==> src/design/itbe_pkg.sv <==
// ----------------------------------------------------------------------------
// itbe_pkg
// Shared types and constants for the I2C target bit engine.
// ----------------------------------------------------------------------------
`default_nettype none

package itbe_pkg;

    localparam logic [1:0] PH_IDLE = 2'd0;
    localparam logic [1:0] PH_ADDR = 2'd1;
    localparam logic [1:0] PH_RX   = 2'd2;
    localparam logic [1:0] PH_TX   = 2'd3;

    localparam logic OP_SAMPLE = 1'b0;
    localparam logic OP_PUSH   = 1'b1;

    localparam logic REG_OWN_ADDRESS = 1'b0;
    localparam logic REG_ACK_ENABLE  = 1'b1;

    localparam logic [3:0] BIT_ACK   = 4'd8;
    localparam logic [3:0] BIT_AFTER = 4'd9;
    localparam logic [3:0] BIT_MAX   = 4'd15;

    typedef struct packed {
        logic       op;
        logic       sda_level;
        logic       scl_level;
        logic [7:0] tx_byte;
    } t_item;

    typedef struct packed {
        logic       sda_pull_low;
        logic       rx_valid;
        logic [7:0] rx_data;
        logic       write_done;
        logic       read_request;
        logic       push_dropped;
    } t_result;

    typedef struct packed {
        logic       valid;
        logic       index;
        logic [7:0] data;
    } t_cfg_wr;

    typedef struct packed {
        logic       push;
        logic       pop;
        logic       clear;
        logic [7:0] wdata;
    } t_fifo_ctl;

    typedef struct packed {
        logic       empty;
        logic       full;
        logic [7:0] head_data;
    } t_fifo_sts;

endpackage

`default_nettype wire

==> src/design/i2c_target_bit_engine.sv <==
// ----------------------------------------------------------------------------
// i2c_target_bit_engine
// I2C target engine fed with sampled SDA/SCL levels and transmit bytes.
//
//   channel | dir | handshake              | payload
//   --------+-----+------------------------+-----------------------------------
//   in      | in  | i_in_valid/o_in_stall  | op, sda_level, scl_level, tx_byte
//   out     | out | o_out_valid/i_out_stall| sda_pull_low, rx_valid, rx_data,
//           |     |                        | write_done, read_request,
//           |     |                        | push_dropped
//   cfg     | in  | i_cfg_valid/o_cfg_ready| cfg_index, cfg_data
//
// One item per cycle while the output is not stalled. Each item passes the input
// register, then one pass of the bus logic into the result register. The transmit
// queue keeps its head prefetched so a pop completes in the same pass. Reset is
// immediate, with no clearing pass. A stalled output holds its result while the
// input register still takes one more transaction.
// ----------------------------------------------------------------------------
`default_nettype none

module i2c_target_bit_engine #(
    parameter int TX_FIFO_DEPTH = 16
) (
    input  wire        i_clk,
    input  wire        i_rst_n,
    input  wire        i_in_valid,
    output logic       o_in_stall,
    input  wire        i_op,
    input  wire        i_sda_level,
    input  wire        i_scl_level,
    input  wire  [7:0] i_tx_byte,
    output logic       o_out_valid,
    input  wire        i_out_stall,
    output logic       o_sda_pull_low,
    output logic       o_rx_valid,
    output logic [7:0] o_rx_data,
    output logic       o_write_done,
    output logic       o_read_request,
    output logic       o_push_dropped,
    input  wire        i_cfg_valid,
    output logic       o_cfg_ready,
    input  wire        i_cfg_index,
    input  wire  [7:0] i_cfg_data
);
    import itbe_pkg::*;

    logic      r_in_valid;
    t_item     r_in;
    logic      r_out_valid;
    t_result   r_out;
    logic      go;
    t_cfg_wr   cfg;
    t_fifo_ctl fctl;
    t_fifo_sts fsts;
    t_result   res;

    assign go         = r_in_valid && (!r_out_valid || !i_out_stall);
    assign o_in_stall = r_in_valid && !go;
    assign o_cfg_ready = 1'b1;

    assign cfg.valid = i_cfg_valid;
    assign cfg.index = i_cfg_index;
    assign cfg.data  = i_cfg_data;

    always_ff @(posedge i_clk) begin
        if (!i_rst_n) begin
            r_in_valid <= 1'b0;
        end else if (!o_in_stall) begin
            r_in_valid <= i_in_valid;
        end
    end

    always_ff @(posedge i_clk) begin
        if (i_in_valid && !o_in_stall) begin
            r_in.op        <= i_op;
            r_in.sda_level <= i_sda_level;
            r_in.scl_level <= i_scl_level;
            r_in.tx_byte   <= i_tx_byte;
        end
    end

    itbe_fifo #(
        .DEPTH (TX_FIFO_DEPTH)
    ) u_fifo (
        .i_clk   (i_clk),
        .i_rst_n (i_rst_n),
        .i_ctl   (fctl),
        .o_sts   (fsts)
    );

    itbe_core u_core (
        .i_clk   (i_clk),
        .i_rst_n (i_rst_n),
        .i_go    (go),
        .i_item  (r_in),
        .i_cfg   (cfg),
        .i_fifo  (fsts),
        .o_fifo  (fctl),
        .o_res   (res)
    );

    always_ff @(posedge i_clk) begin
        if (!i_rst_n) begin
            r_out_valid <= 1'b0;
        end else if (go) begin
            r_out_valid <= 1'b1;
        end else if (!i_out_stall) begin
            r_out_valid <= 1'b0;
        end
    end

    always_ff @(posedge i_clk) begin
        if (go) begin
            r_out <= res;
        end
    end

    assign o_out_valid    = r_out_valid;
    assign o_sda_pull_low = r_out.sda_pull_low;
    assign o_rx_valid     = r_out.rx_valid;
    assign o_rx_data      = r_out.rx_data;
    assign o_write_done   = r_out.write_done;
    assign o_read_request = r_out.read_request;
    assign o_push_dropped = r_out.push_dropped;

    a_go_fills_out: assert property (@(posedge i_clk) disable iff (!i_rst_n)
        go |=> r_out_valid)
        else $error("processed transaction did not reach result register");

    a_rx_data_zero: assert property (@(posedge i_clk) disable iff (!i_rst_n)
        (o_out_valid && !o_rx_valid) |-> (o_rx_data == 8'd0))
        else $error("rx_data nonzero without rx_valid");

    a_drop_alone: assert property (@(posedge i_clk) disable iff (!i_rst_n)
        (o_out_valid && o_push_dropped) |->
            (!o_rx_valid && !o_write_done && !o_read_request))
        else $error("dropped push flagged together with bus events");

    a_rx_not_read: assert property (@(posedge i_clk) disable iff (!i_rst_n)
        o_out_valid |-> !(o_rx_valid && o_read_request))
        else $error("rx byte and read request in one result");

endmodule

`default_nettype wire

==> src/design/itbe_fifo.sv <==
// ----------------------------------------------------------------------------
// itbe_fifo
// Transmit byte queue; the head entry is kept prefetched in a register.
// ----------------------------------------------------------------------------
`default_nettype none

module itbe_fifo #(
    parameter int DEPTH = 16
) (
    input  wire                  i_clk,
    input  wire                  i_rst_n,
    input  itbe_pkg::t_fifo_ctl  i_ctl,
    output itbe_pkg::t_fifo_sts  o_sts
);
    import itbe_pkg::*;

    localparam int AW = (DEPTH > 1) ? $clog2(DEPTH) : 1;
    localparam int CW = $clog2(DEPTH + 1);

    logic [7:0]    mem [DEPTH];
    logic [AW-1:0] r_head, n_head;
    logic [AW-1:0] r_tail, n_tail;
    logic [CW-1:0] r_count, n_count;
    logic [7:0]    r_rd;

    function automatic logic [AW-1:0] wrap_inc(input logic [AW-1:0] p);
        return (p == AW'(DEPTH - 1)) ? '0 : p + AW'(1);
    endfunction

    always_comb begin
        n_head  = r_head;
        n_tail  = r_tail;
        n_count = r_count;
        if (i_ctl.clear) begin
            n_head  = '0;
            n_tail  = '0;
            n_count = '0;
        end else if (i_ctl.pop) begin
            n_head  = wrap_inc(r_head);
            n_count = r_count - CW'(1);
        end else if (i_ctl.push) begin
            n_tail  = wrap_inc(r_tail);
            n_count = r_count + CW'(1);
        end
    end

    always_ff @(posedge i_clk) begin
        if (!i_rst_n) begin
            r_head  <= '0;
            r_tail  <= '0;
            r_count <= '0;
        end else begin
            r_head  <= n_head;
            r_tail  <= n_tail;
            r_count <= n_count;
        end
    end

    always_ff @(posedge i_clk) begin
        if (i_ctl.push) begin
            mem[r_tail] <= i_ctl.wdata;
        end
        if (i_ctl.push && (r_tail == n_head)) begin
            r_rd <= i_ctl.wdata;
        end else begin
            r_rd <= mem[n_head];
        end
    end

    assign o_sts.empty     = (r_count == '0);
    assign o_sts.full      = (r_count == CW'(DEPTH));
    assign o_sts.head_data = r_rd;

endmodule

`default_nettype wire

==> src/design/itbe_core.sv <==
// ----------------------------------------------------------------------------
// itbe_core
// Bus state: start/stop detection, bit shifting, address match, acknowledge.
// ----------------------------------------------------------------------------
`default_nettype none

module itbe_core (
    input  wire                  i_clk,
    input  wire                  i_rst_n,
    input  wire                  i_go,
    input  itbe_pkg::t_item      i_item,
    input  itbe_pkg::t_cfg_wr    i_cfg,
    input  itbe_pkg::t_fifo_sts  i_fifo,
    output itbe_pkg::t_fifo_ctl  o_fifo,
    output itbe_pkg::t_result    o_res
);
    import itbe_pkg::*;

    logic [6:0] r_own_address;
    logic       r_ack_enable;
    logic [1:0] r_phase,   n_phase;
    logic [3:0] r_bit_idx, n_bit_idx;
    logic [7:0] r_shift_in, n_shift_in;
    logic [7:0] r_shift_out, n_shift_out;
    logic [7:0] r_addr_seen, n_addr_seen;
    logic       r_receiving, n_receiving;
    logic       r_last_sda, n_last_sda;
    logic       r_last_scl, n_last_scl;
    logic       r_drive_low, n_drive_low;

    logic [7:0] own_byte;
    logic [7:0] diff;
    t_result    res;
    t_fifo_ctl  fctl;

    assign own_byte = {r_own_address, 1'b0};

    always_comb begin
        n_phase     = r_phase;
        n_bit_idx   = r_bit_idx;
        n_shift_in  = r_shift_in;
        n_shift_out = r_shift_out;
        n_addr_seen = r_addr_seen;
        n_receiving = r_receiving;
        n_last_sda  = r_last_sda;
        n_last_scl  = r_last_scl;
        n_drive_low = r_drive_low;
        diff        = '0;
        res         = '0;
        fctl        = '0;
        fctl.wdata  = i_item.tx_byte;

        if (i_item.op == OP_PUSH) begin
            if (i_fifo.full) begin
                res.push_dropped = 1'b1;
            end else begin
                fctl.push = 1'b1;
            end
        end else begin
            n_last_sda = i_item.sda_level;
            n_last_scl = i_item.scl_level;

            if ((i_item.sda_level != r_last_sda) && i_item.scl_level) begin
                n_shift_in = '0;
                n_bit_idx  = '0;
                if (!i_item.sda_level) begin
                    n_phase     = PH_ADDR;
                    n_receiving = 1'b1;
                end else begin
                    n_phase = PH_IDLE;
                    if (r_receiving && (r_addr_seen[7:1] == r_own_address)) begin
                        res.write_done = 1'b1;
                    end
                    n_addr_seen = ~own_byte;
                    n_receiving = 1'b1;
                    fctl.clear  = 1'b1;
                end
            end

            if (i_item.scl_level != r_last_scl) begin
                if (i_item.scl_level) begin
                    // rising SCL: sample
                    if (n_phase == PH_ADDR || n_phase == PH_RX) begin
                        if (i_item.sda_level && !n_bit_idx[3]) begin
                            n_shift_in[~n_bit_idx[2:0]] = 1'b1;
                        end
                        if (n_bit_idx != BIT_MAX) begin
                            n_bit_idx = n_bit_idx + 4'd1;
                        end
                    end else if (n_phase == PH_TX) begin
                        if (n_bit_idx == BIT_AFTER) begin
                            if (i_fifo.empty) begin
                                n_phase     = PH_IDLE;
                                n_drive_low = 1'b0;
                            end else begin
                                n_bit_idx   = '0;
                                n_shift_out = i_fifo.head_data;
                                fctl.pop    = 1'b1;
                            end
                        end
                    end
                end else begin
                    // falling SCL: act
                    case (n_phase)
                        PH_ADDR: begin
                            if (n_bit_idx == BIT_ACK) begin
                                n_addr_seen = n_shift_in;
                                diff = n_shift_in ^ own_byte;
                                if (diff[7:1] == 7'd0 && r_ack_enable) begin
                                    n_drive_low = 1'b1;
                                end
                            end else if (n_bit_idx == BIT_AFTER) begin
                                if (r_ack_enable) begin
                                    n_drive_low = 1'b0;
                                end
                                n_shift_in = '0;
                                n_bit_idx  = '0;
                                diff = own_byte ^ n_addr_seen;
                                if (diff == 8'd0) begin
                                    n_phase = PH_RX;
                                end else if (diff == 8'd1) begin
                                    n_phase          = PH_TX;
                                    n_receiving      = 1'b0;
                                    res.read_request = 1'b1;
                                    if (!i_fifo.empty) begin
                                        n_shift_out = i_fifo.head_data;
                                        fctl.pop    = 1'b1;
                                    end
                                    n_drive_low = !n_shift_out[7];
                                    n_bit_idx   = 4'd1;
                                end else begin
                                    n_phase = PH_IDLE;
                                end
                            end
                        end
                        PH_RX: begin
                            if (n_bit_idx == BIT_ACK) begin
                                res.rx_valid = 1'b1;
                                res.rx_data  = n_shift_in;
                                if (r_ack_enable) begin
                                    n_drive_low = 1'b1;
                                end
                            end else if (n_bit_idx == BIT_AFTER) begin
                                if (r_ack_enable) begin
                                    n_drive_low = 1'b0;
                                end
                                n_shift_in = '0;
                                n_bit_idx  = '0;
                            end
                        end
                        PH_TX: begin
                            if (!n_bit_idx[3]) begin
                                n_drive_low = !n_shift_out[~n_bit_idx[2:0]];
                            end else begin
                                n_drive_low = 1'b0;
                            end
                            if (n_bit_idx != BIT_MAX) begin
                                n_bit_idx = n_bit_idx + 4'd1;
                            end
                        end
                        default: begin
                        end
                    endcase
                end
            end
        end
        res.sda_pull_low = n_drive_low;
    end

    always_ff @(posedge i_clk) begin
        if (!i_rst_n) begin
            r_own_address <= '0;
            r_ack_enable  <= 1'b0;
            r_phase       <= PH_IDLE;
            r_bit_idx     <= '0;
            r_shift_in    <= '0;
            r_shift_out   <= '0;
            r_addr_seen   <= 8'hFF;
            r_receiving   <= 1'b1;
            r_last_sda    <= 1'b1;
            r_last_scl    <= 1'b1;
            r_drive_low   <= 1'b0;
        end else if (i_cfg.valid) begin
            case (i_cfg.index)
                REG_OWN_ADDRESS: begin
                    r_own_address <= i_cfg.data[6:0];
                    r_addr_seen   <= ~{i_cfg.data[6:0], 1'b0};
                end
                REG_ACK_ENABLE: begin
                    r_ack_enable <= i_cfg.data[0];
                end
                default: begin
                end
            endcase
        end else if (i_go) begin
            r_phase     <= n_phase;
            r_bit_idx   <= n_bit_idx;
            r_shift_in  <= n_shift_in;
            r_shift_out <= n_shift_out;
            r_addr_seen <= n_addr_seen;
            r_receiving <= n_receiving;
            r_last_sda  <= n_last_sda;
            r_last_scl  <= n_last_scl;
            r_drive_low <= n_drive_low;
        end
    end

    always_comb begin
        o_fifo       = fctl;
        o_fifo.push  = fctl.push & i_go;
        o_fifo.pop   = fctl.pop & i_go;
        o_fifo.clear = fctl.clear & i_go;
    end

    assign o_res = res;

endmodule

`default_nettype wire

==> config.mk <==
export PLATFORM = sky130hd
export DESIGN_NAME = i2c_target_bit_engine
export DESIGN_NICKNAME = d
export VERILOG_FILES = /design/src/design/itbe_pkg.sv /design/src/design/i2c_target_bit_engine.sv /design/src/design/itbe_fifo.sv /design/src/design/itbe_core.sv
export SDC_FILE = /design/constraint.sdc
export NUM_CORES = 1
export LEC_CHECK = 0
export ABC_AREA = 1
export BUFFER_PORTS_ARGS = -buffer_cell sky130_fd_sc_hd__buf_2
export CORE_MARGIN = 1.5
export CORE_UTILIZATION = 25
export CTS_CLUSTER_SIZE = 30
export DETAILED_ROUTE_END_ITERATION = 10
export PLACE_DENSITY_LB_ADDON = 0.3
export REMOVE_ABC_BUFFERS = 1
export SLEW_MARGIN = 20
export SYNTH_ARGS = -nofsm -noshare
export SYNTH_HDL_FRONTEND = slang
export SYNTH_SLANG_ARGS = --single-unit
==> constraint.sdc <==
create_clock -name i_clk -period 10.24 [get_ports i_clk]
set_input_delay 2.048 -clock i_clk [delete_from_list [all_inputs] [get_ports i_clk]]
set_output_delay 2.048 -clock i_clk [all_outputs]
set_load 0.02 [all_outputs]
# Yosys cells after proc, flatten, opt, wreduce, memory -nomap -nowiden
# Memories as Yosys holds them, arrays and structs flattened. A register that Yosys moved wholly into a read port is not among the register bits.
# Index checks and enable logic that the tools add are counted.
totals:
  ff_bits: 81
  mem_bits_rw: 128
  input_bits: 25
  out_inout_bits: 16
  mem_count: 1
mem_list:
  columns: ["name", "words", "width", "read_ports", "rd_ports_with_merged_regs", "write_ports", "line", "text"]
  rows:
  - ["u_fifo.mem", 16, 8, 1, 1, 1, "itbe_fifo.sv:20", "logic [7:0] mem [DEPTH];"]
classes:
  addsub: 5
  order_cmp: 2
  n_eq_ne: 20
  n_mux: 128
  bitwise: 21
  n_reduce_logical: 37
ops:
  columns: ["operator", "n"]
  rows:
  - ["2-to-1 mux 8 bit", 38]
  - ["2-to-1 mux 4 bit", 18]
  - ["2-to-1 mux 1 bit", 51]
  - ["2-to-1 mux 2 bit", 14]
  - ["== test 4 bit, second input constant", 4]
  - ["inverter 8 bit", 2]
  - ["XOR 8 bit", 2]
  - ["adder 4 x 1 -> 4 bit, second input constant", 3]
  - ["inverter 1 bit", 12]
  - ["case mux 4 bit (3 select lines)", 1]
  - ["AND reduction 11 bit", 1]
  - ["2-to-1 mux 5 bit", 2]
  - ["inequality test 2 bit, second input constant", 5]
  - ["2-to-1 mux 9 bit", 1]
  - ["== test 8 x 1 -> 1 bit, second input constant", 1]
  - ["logical AND 1 bit", 8]
  - ["zero test 8 bit", 1]
  - ["bitwise OR 8 bit", 1]
  - ["AND reduction 2 bit", 4]
  - ["nonzero test 2 bit", 4]
  - ["== test 7 bit", 1]
  - ["zero test 1 bit", 7]
  - ["zero test 7 bit", 1]
  - ["OR reduction 7 bit", 1]
  - ["22 further kinds", 30]

# Depth between registers and ports, before layout
# Gate-level depths: netlist of the first run.
logic_depth:
  word_depth: 23
  mapped_depth: 21
  depth_no_buf: 21

# Cells and area by module
# A second synthesis of the first run with hierarchy kept.
unflattened:
  cells_unflattened: 1166
  area_unflattened_um2: 10383.7
modules_own_cells:
  columns: ["mod", "n_inst", "cells_per_inst", "area_per_inst_um2", "seq_area_each_um2"]
  rows:
  - ["itbe_fifo", 1, 634, 6334.8, 4184.0]
  - ["itbe_core", 1, 493, 3221.8, 840.8]
  - ["i2c_target_bit_engine", 1, 39, 827.0, 760.7]

# Least setup slack after synthesis of the first run
# No wires, ideal clock.
synth_path:
  path_type: "input port to output port"
  from: "in i_out_stall"
  to: "out o_in_stall"
  arrival_ps: 2455
  required_time_ps: 8192
  setup_slack_ps: 5737
  cell_stages: 2
  path_cell_list: "nand2_1 -> nor2_1"
synth_between:
  elab_chain_cells: 5
synth_rtl:
  columns: ["element", "line", "text"]
  rows:
  - ["start, declared", "i2c_target_bit_engine.sv:33", "input wire i_out_stall,"]
  - ["zero test 1 bit", null, null]
  - ["logical OR 1 bit", "i2c_target_bit_engine.sv:57", "assign go = r_in_valid && (!r_out_valid || !i_out_stall);"]
  - ["logical AND 1 bit", "i2c_target_bit_engine.sv:57", null]
  - ["zero test 1 bit", "i2c_target_bit_engine.sv:58", "assign o_in_stall = r_in_valid && !go;"]
  - ["logical AND 1 bit", "i2c_target_bit_engine.sv:58", null]
  - ["end, declared", "i2c_target_bit_engine.sv:27", "output logic o_in_stall,"]
# Every way passes these cells.

# Worst setup path after layout of the first run
# Ends and elaborated chain as after synthesis.

==> results of run 1 <==
-- flip-flops by register name, indices dropped and copies added, names as in the netlist, named ones only --
| register | count |
|---|---|
| u_fifo.mem | 128 |
| r_in | 11 |
| o_rx_data | 8 |
| u_core.r_addr_seen | 8 |
| u_core.r_shift_in | 8 |
| u_core.r_shift_out | 8 |
| u_core.r_own_address | 7 |
| u_fifo.r_count | 5 |
| u_core.r_bit_idx | 4 |
| u_fifo.r_head | 4 |
| u_fifo.r_tail | 4 |
| u_core.r_phase | 2 |
| o_out_valid | 1 |
| o_push_dropped | 1 |
| o_read_request | 1 |
| o_rx_valid | 1 |
| o_sda_pull_low | 1 |
| o_write_done | 1 |
| r_in_valid | 1 |
| u_core.r_ack_enable | 1 |
| u_core.r_drive_low | 1 |
| u_core.r_last_scl | 1 |
| u_core.r_last_sda | 1 |
| u_core.r_receiving | 1 |
-- how the worst max path moves through the flow --
stage,startpoint,endpoint,slack (ns),cells past startpoint
6_report,i_out_stall,o_in_stall,5.65,4
2_1_floorplan,i_out_stall,o_in_stall,5.74,2
4_1_cts,i_out_stall,o_in_stall,5.65,4
3_3_place_gp,i_out_stall,o_in_stall,5.67,4
5_1_grt,i_out_stall,o_in_stall,5.60,4
3_5_place_dp,i_out_stall,o_in_stall,5.65,4
-- critical path, delay by kind of cell --
| family | cells | cell delay [ns] |
|---|---|---|
| buffers and inverters | 2 | 0.27 |
| and+or+nand+nor | 2 | 0.23 |
-- placed cells by master, fill, tap and decap left out, types with 2 or more instances in the layout --
cell type and n:
inv_2 4, nor4_1 2, o211ai_1 8, a31oi_1 10, clkinv_2 7, o221ai_1 22, nand3_4 3, nor2_2 5
xor2_1 3, clkinv_4 3, nand4_1 12, edfxtp_1 152, o31ai_1 3, nand3_1 64, o21ai_0 104, nor2_1 124
a21oi_1 45, clkbuf_16 23, nor3_1 3, or2_2 2, a211oi_1 6, dfxtp_1 60, o22ai_1 4, o21ai_1 8
bufinv_16 2, ha_1 17, buf_4 7, buf_2 38, inv_1 84, xnor2_1 7, nand2_1 178, nand2_2 5
nand2_4 4, clkinv_1 9, a32o_1 3
-- where the power goes --
| group | internal [mW] | switching (mW) | leakage [nW] | total [mW] |
|---|---|---|---|---|
| Clock | 0.474 | 0.357 | 0.370 | 0.830 |
| Combinational | 0.0271 | 0.0575 | 1.91 | 0.0846 |
| Sequential | 0.937 | 0.0186 | 1.88 | 0.955 |
| Total | 1.44 | 0.433 | 4.16 | 1.87 |
-- logic make-up after synthesis --
logic type	after synthesis	share of synthesized area [%]
DFF	213	59.5
buffers and inverters	133	5.38
xor gates and xnor gates	10	0.900
and+or+nand+nor	408	18.5
adders and majority gates	18	2.39
AOI/OAI and AO/OA	220	13.3
other	1	0.0386
-- per-layer routing --
| layer | vias up | track usage [%] | part of all wire (%) |
|---|---|---|---|
| li1 | 3558 | - | - |
| met1 | 3378 | 17.5 | 49 |
| met2 | 136 | 20.3 | 46 |
| met3 | 29 | 1.55 | 3.6 |
| met4 | 0 | 2.58 | 1.7 |
| met5 | - | 0 | 0 |
-- cell type report --
class / count / area share [%]
Clock buffer: 25 / 5.29
Clock inverter: 17 / 1.41
Inverter: 94 / 3.17
Multi-Input combinational cell: 657 / 30.5
Sequential cell: 213 / 51.7
Tap cell: 518 / 5.79
Timing Repair Buffer: 45 / 2.17
-- metrics by stage --
step / util (%) / total power, mW / instances / worst slack (ns)
3_3_place_gp: 27.1 / 1.06 / 1527 / 5.67
4_1_cts: 29.1 / 1.89 / 1569 / 5.65
2_1_floorplan: - / 1.02 / 964 / 5.74
3_5_place_dp: 27.1 / 1.06 / 1527 / 5.65
6_report: 29.1 / 1.87 / 1569 / 5.65
5_1_grt: 29.1 / 1.94 / 1569 / 5.60
==> impl_metrics.csv, run 1 <==
group,metric,value,unit
clock_network,cts_hold_buf,0,
logic_synthesis,async_flop_share,0,%
job,maxCapViolCount,0,
cells_and_area,final_area,0.0112,mm²
sta,max_freq,218,MHz
floorplanning,io_pins,41,
detailed_routing,via_count,7101,
detailed_routing,wire_per_inst,15.9,µm
power_and_ir_drop,leakagePower,4.16,nW
logic_synthesis,syn-cell-area,0.00973,mm²
floorplanning,fp.dieH,200,µm
logic_synthesis,ys_top_cells_by_count,"nand2_1 (178), edfxtp_1 (152), nor2_1 (124)",
clock_network,cts.repair.resized,0,
power_and_ir_drop,ir_drop,0.127,mV
critical_path,critPathKind,"in -> out",
sta,setup_viol,0,
detailed_routing,drt_pass1_iterations,5,
detailed_routing,drtIter0Drc,538,
logic_synthesis,netlist_instances,1003,
clock_network,postCtsSetupBuffers,0,
power_and_ir_drop,cellPowerDensity,167,mW/mm²
sta,whs,0.465,ns
clock_network,clk-insertion-delay-late,0.53,ns
hold_path,holdPathEnd,"u_core.r_shift_in[0]",
detailed_routing,drt.antenna.violating_nets,0,
clock_network,clockBufferDepth,3,
grt,grt_pass1_vias,6944,
grt,antenna_found_initial,0,
sta,min_period_over_period,44.8,%
cells_and_area,nFillCells,4104,
logic_synthesis,synth_top_area_cell,"edfxtp_1",
logic_synthesis,synth_edf_count,152,
critical_path,max_stage_delay,0.19,ns
sta,finalHoldViolCount,0,
hold_path,hp-start,"u_core.r_shift_in[0]",
logic_synthesis,ys_ff_latch,213,
critical_path,crit_slowest_cell,"buf_2",
critical_path,cp_cell_sequence,"buf_2, nand2_1, nor2_1, buf_2",
grt,groute.usage.overall,12.4,%
clock_network,h-tree-depth,1,
logic_synthesis,synthTopCellsByArea,"edfxtp_1 (47%), dfxtp_1 (13%), nand2_1 (6.9%), o21ai_0 (5.4%), nor2_1 (4.8%)",
cells_and_area,area_delta_synth_final,15.2,%
placed_design,placed_cell_area,0.0105,mm²
sta,final_max_slew_viol_count,0,
cells_and_area,drive_gt1_share,10.8,%
sta,fin_crit,4.59,ns
placed_design,place.gp.congestion,0.860,
critical_path,worstPathRequired,8.19,ns
sta,setup-tns-final,0,ns
critical_path,r2r_slack,6.12,ns
clock_network,cts.sinks,213,
cells_and_area,diodes,0,
floorplanning,die_area,0.0401,mm²
critical_path,worst_r2r_path_depth,18,
grt,grt_pass1_wl,39600,µm
logic_synthesis,synthDistinctLibCells,49,
clock_network,clk_pin_slew,0.06,ns
detailed_routing,via_per_inst,4.53,
logic_synthesis,syn_avg_cell_area,9.70,µm²
hold_path,hold_path_depth,2,
logic_synthesis,synth_top_flop_cell,"edfxtp_1",
clock_network,cts_made_buffers,23,
critical_path,crit_path_start_kind,"input pin",
detailed_routing,drc_errors,0,
placed_design,io_buffers,38,
cells_and_area,layout.area.seq,0.00579,mm²
critical_path,timing.rr.start,"r_in[8]",
cells_and_area,nets,1077,
sta,worst_pin_slew,0.935,ns
critical_path,critical_path.endpoint_type,"primary output",
run_status,status,"completed",
logic_synthesis,yosysTopAreaCellShare,46.9,%
logic_synthesis,synth.most_common_cell,"nand2_1",
critical_path,cp_common_cell,"buf_2",
cells_and_area,multi_input_area,0.00342,mm²
grt,grt_overflow,0,
clock_network,clockRootBuffer,"clkbuf_16",
sta,clock_skew,0.0214,ns
hold_path,hold_path.class,"reg -> reg",
grt,grt_max_degree,66,
logic_synthesis,yosysWarnings,0,
floorplanning,fp.dieW,200,µm
clock_network,tritoncts,"done",
placed_design,dp_hpwl,16300,µm
sta,slew_headroom,37.5,%
floorplanning,design.core.area,0.0386,mm²
sta,rsz0062_at_grt,"false",
critical_path,cp.arrival,2.54,ns
floorplanning,initial_core_util,25.2,%
critical_path,crit_fanout,3,
floorplanning,rows,72,
detailed_routing,wirelength,24900,µm
logic_synthesis,ys_seq_area_share,59.5,%
critical_path,reg2reg_to,"u_fifo.r_count[4]",
Note: power is estimated with default switching activity, not from simulation.
==> run 2: changes to the inputs <==
ABC_AREA = 0   (was 1)
clock period = 4.33 ns   (was 10.24 ns; I/O delays follow)
==> run 2 against run 1 <==
  * Sequential cell count is the same
  * Critical path depth grew 14
  * Utilization grew 0.92 points
  * Largest power group unchanged
  * Register-to-register slack lost 5.8 ns
  * First-iteration DRC count shrank 28%
  * Final cell count shrank 15%
  * Clock-buffer cell count grew 2
  * Highest routed layer unchanged
  * Clock skew shrank 0.0054 ns
  * Global-route usage shrank 1.3 points
  * Synthesized cell count shrank 25%
  * Via count shrank 13%
  * Die area shrank 0.43%
==> impl_metrics.csv, run 2 <==
group,metric,value,unit
power_and_ir_drop,power.internal,3.49,mW
logic_synthesis,synth_top_area_cell,"edfxtp_1",
grt,antenna_found_initial,0,
cells_and_area,final_area,0.0114,mm²
cells_and_area,drive_gt1_share,20.6,%
critical_path,cp.arrival,4.37,ns
critical_path,path_buf_inv,4,
grt,grt_overflow,0,
placed_design,place.gp.congestion,0.861,
sta,rsz0062_at_grt,"false",
logic_synthesis,synth_top_flop_cell,"edfxtp_1",
critical_path,crit_path_start_kind,"flop",
sta,clock_skew,0.0160,ns
cells_and_area,largestRegisters,"u_fifo.mem: 128 flops, r_in: 11 flops",
detailed_routing,drt.antenna.violating_nets,0,
floorplanning,fp.dieH,200,µm
cells_and_area,final_common_cell,"edfxtp_1",
floorplanning,initial_core_util,25.5,%
logic_synthesis,synthTopCellsByArea,"edfxtp_1 (47%), dfxtp_1 (13%), mux4_2 (8.6%), nand2_1 (2.8%), ha_1 (2.2%)",
run_status,status,"completed",
clock_network,clockRootBuffer,"clkbuf_16",
hold_path,hold_path.class,"reg -> reg",
power_and_ir_drop,power.share.combinational,4.4,%
detailed_routing,via_per_inst,4.63,
critical_path,critical_path.endpoint_type,"flop",
logic_synthesis,syn_avg_cell_area,12.9,µm²
cells_and_area,area_delta_synth_final,17.4,%
job,maxCapViolCount,0,
placed_design,placed_cell_area,0.0106,mm²
power_and_ir_drop,ir_drop,0.289,mV
detailed_routing,wire_per_inst,16.7,µm
logic_synthesis,async_flop_share,0,%
critical_path,worst_r2r_path_depth,18,
critical_path,max_stage_delay,0.47,ns
sta,min_period_over_period,91.8,%
detailed_routing,drt_pass1_iterations,5,
power_and_ir_drop,p_clk_share,45.7,%
cells_and_area,diodes,0,
logic_synthesis,ys_ff_latch,213,
power_and_ir_drop,p_sw,1.01,mW
logic_synthesis,netlist_instances,751,
power_and_ir_drop,cellPowerDensity,396,mW/mm²
clock_network,postCtsSetupBuffers,0,
sta,finalHoldViolCount,0,
sta,max_freq,252,MHz
clock_network,clk_pin_slew,0.07,ns
floorplanning,fp.dieW,200,µm
logic_synthesis,synthDistinctLibCells,70,
floorplanning,design.core.area,0.0379,mm²
clock_network,cts_hold_buf,0,
grt,grt_pass1_wl,34500,µm
critical_path,worstPathRequired,4.73,ns
grt,groute.usage.overall,11.1,%
clock_network,tritoncts,"done",
logic_synthesis,synth.most_common_cell,"edfxtp_1",
logic_synthesis,syn-cell-area,0.00968,mm²
cells_and_area,largest_reg_flops,128,
logic_synthesis,ys_top_cells_by_count,"edfxtp_1 (152), nand2_1 (72), dfxtp_1 (61)",
logic_synthesis,yosysTopAreaCellShare,47.1,%
detailed_routing,via_count,6164,
clock_network,cts_made_buffers,24,
sta,whs,0.458,ns
critical_path,critPathKind,"reg -> reg",
power_and_ir_drop,leakagePower,3.77,nW
logic_synthesis,ys_seq_area_share,59.7,%
detailed_routing,drc_errors,0,
floorplanning,rows,71,
sta,final_max_slew_viol_count,0,
sta,worst_pin_slew,0.940,ns
cells_and_area,final_cell_mix,"edfxtp_1 (152), nand2_1 (72), dfxtp_1 (60), nor2_1 (44), buf_2 (38)",
clock_network,clk-insertion-delay-late,0.55,ns
critical_path,cp_cell_sequence,"xor2_1, nand2_1, buf_4, nand2_1, inv_1, ha_1, nand3b_1, nor4b_1, buf_4, and4_1, o21a_2, inv_2, fa_1, nor2b_1, o21ai_0, o2111ai_1, nand3_1, nor3b_1",
sta,setup_viol,0,
critical_path,crit_slowest_cell,"edfxtp_1",
floorplanning,die_area,0.0399,mm²
critical_path,critPathTopFamily,"simple AND/OR/NAND/NOR gates",
clock_network,cts.sinks,213,
clock_network,clockBufferDepth,3,
placed_design,dp_hpwl,15200,µm
cells_and_area,top_register,"u_fifo.mem",
sta,fin_crit,3.97,ns
cells_and_area,nets,844,
power_and_ir_drop,swShare,22.4,%
clock_network,h-tree-depth,1,
logic_synthesis,synth_edf_count,152,
grt,grt_max_degree,36,
cells_and_area,nFillCells,3858,
placed_design,io_buffers,38,
sta,slew_headroom,37.1,%
grt,grt_pass1_vias,5982,
detailed_routing,wirelength,22200,µm
critical_path,crit_fanout,11,
power_and_ir_drop,finalPower,4.50,mW
critical_path,cp.depth,18,
power_and_ir_drop,power_frac_seq,49.9,%
hold_path,hold_path_depth,2,
floorplanning,io_pins,41,
detailed_routing,drtIter0Drc,388,
logic_synthesis,yosysWarnings,0,
run 2: power groups by stage:
stage,clock [mW],combinational [mW],sequential (mW)
after global placement,0,0.198,2.29
after floorplan,0,0.110,2.29
after CTS,2.12,0.199,2.25
after global routing,2.20,0.217,2.25
after detailed placement,0,0.198,2.29
final,2.06,0.197,2.25
run 2: final cells by class:
cell class	count	area [µm²]	area share, %
well taps	511	639	5.62
inverters	20	75.1	0.660
clock inverters	17	193	1.69
repair buffers	70	430	3.79
multi-input cells	472	3630	32.0
clock buffers	27	612	5.38
flip-flops and latches	213	5790	50.9
run 2: path summary, 6_finish.rpt:
kind	slack, ns	endpoint	startpoint
setup / recovery	0.36	u_fifo.r_count[4]	r_in[9]
hold / removal	0.46	u_core.r_shift_out[3]	u_core.r_shift_out[3]
hold reg to reg	0.46	u_core.r_shift_out[3]	u_core.r_shift_out[3]
setup reg to reg	0.36	u_fifo.r_count[4]	r_in[9]
run 2: logic make-up (layout without fill, tap and decap cells):
logic type      after synthesis  in the layout  share of synthesized area, %
simple gates                239            239                          13.1
buf+inv                      66            134                          2.79
mux                          61             61                          11.1
xor+xnor                     14             14                          1.27
fa+ha+maj                    18             18                          2.40
compound gates              139            139                          9.51
flops                       213            213                          59.7
other cells                   1              1                        0.0387
run 2: through the flow:
stage | TNS, ns | worst slack, ns | instances | util, %
CTS | 0 | 0.294 | 1330 | 30.0
global route | 0 | 0.0950 | 1330 | 30.0
finish | 0 | 0.357 | 1330 | 30.0
detailed placement | 0 | 0.333 | 1286 | 27.8
global placement | 0 | 0.367 | 1286 | 27.8
floorplan | -0.187 | -0.187 | 705 | -
run 2: layer usage:
metal  share of wire [%]  vias up  global-route usage (%)
li1                    -     2960                       -
met1                  47     3022                    15.3
met2                  46      142                    18.0
met5                   0        -                       0
met3                 4.5       40                    2.10
met4                 2.2        0                    2.92
run 2: tightest hold or removal path, delay by kind of cell, from the launching register on:
| kind | cells | cell delay [ns] |
|---|---|---|
| simple gates | 1 | 0.05 |
| flops | 1 | 0.31 |
| mux | 1 | 0.05 |
run 2: repair_timing:
| action | CTS | global route |
|---|---|---|
| gates resized for setup | 0 | 1 |
| hold endpoints to repair | 0 | 0 |
| endpoints found under the setup margin | 0 | 1 |
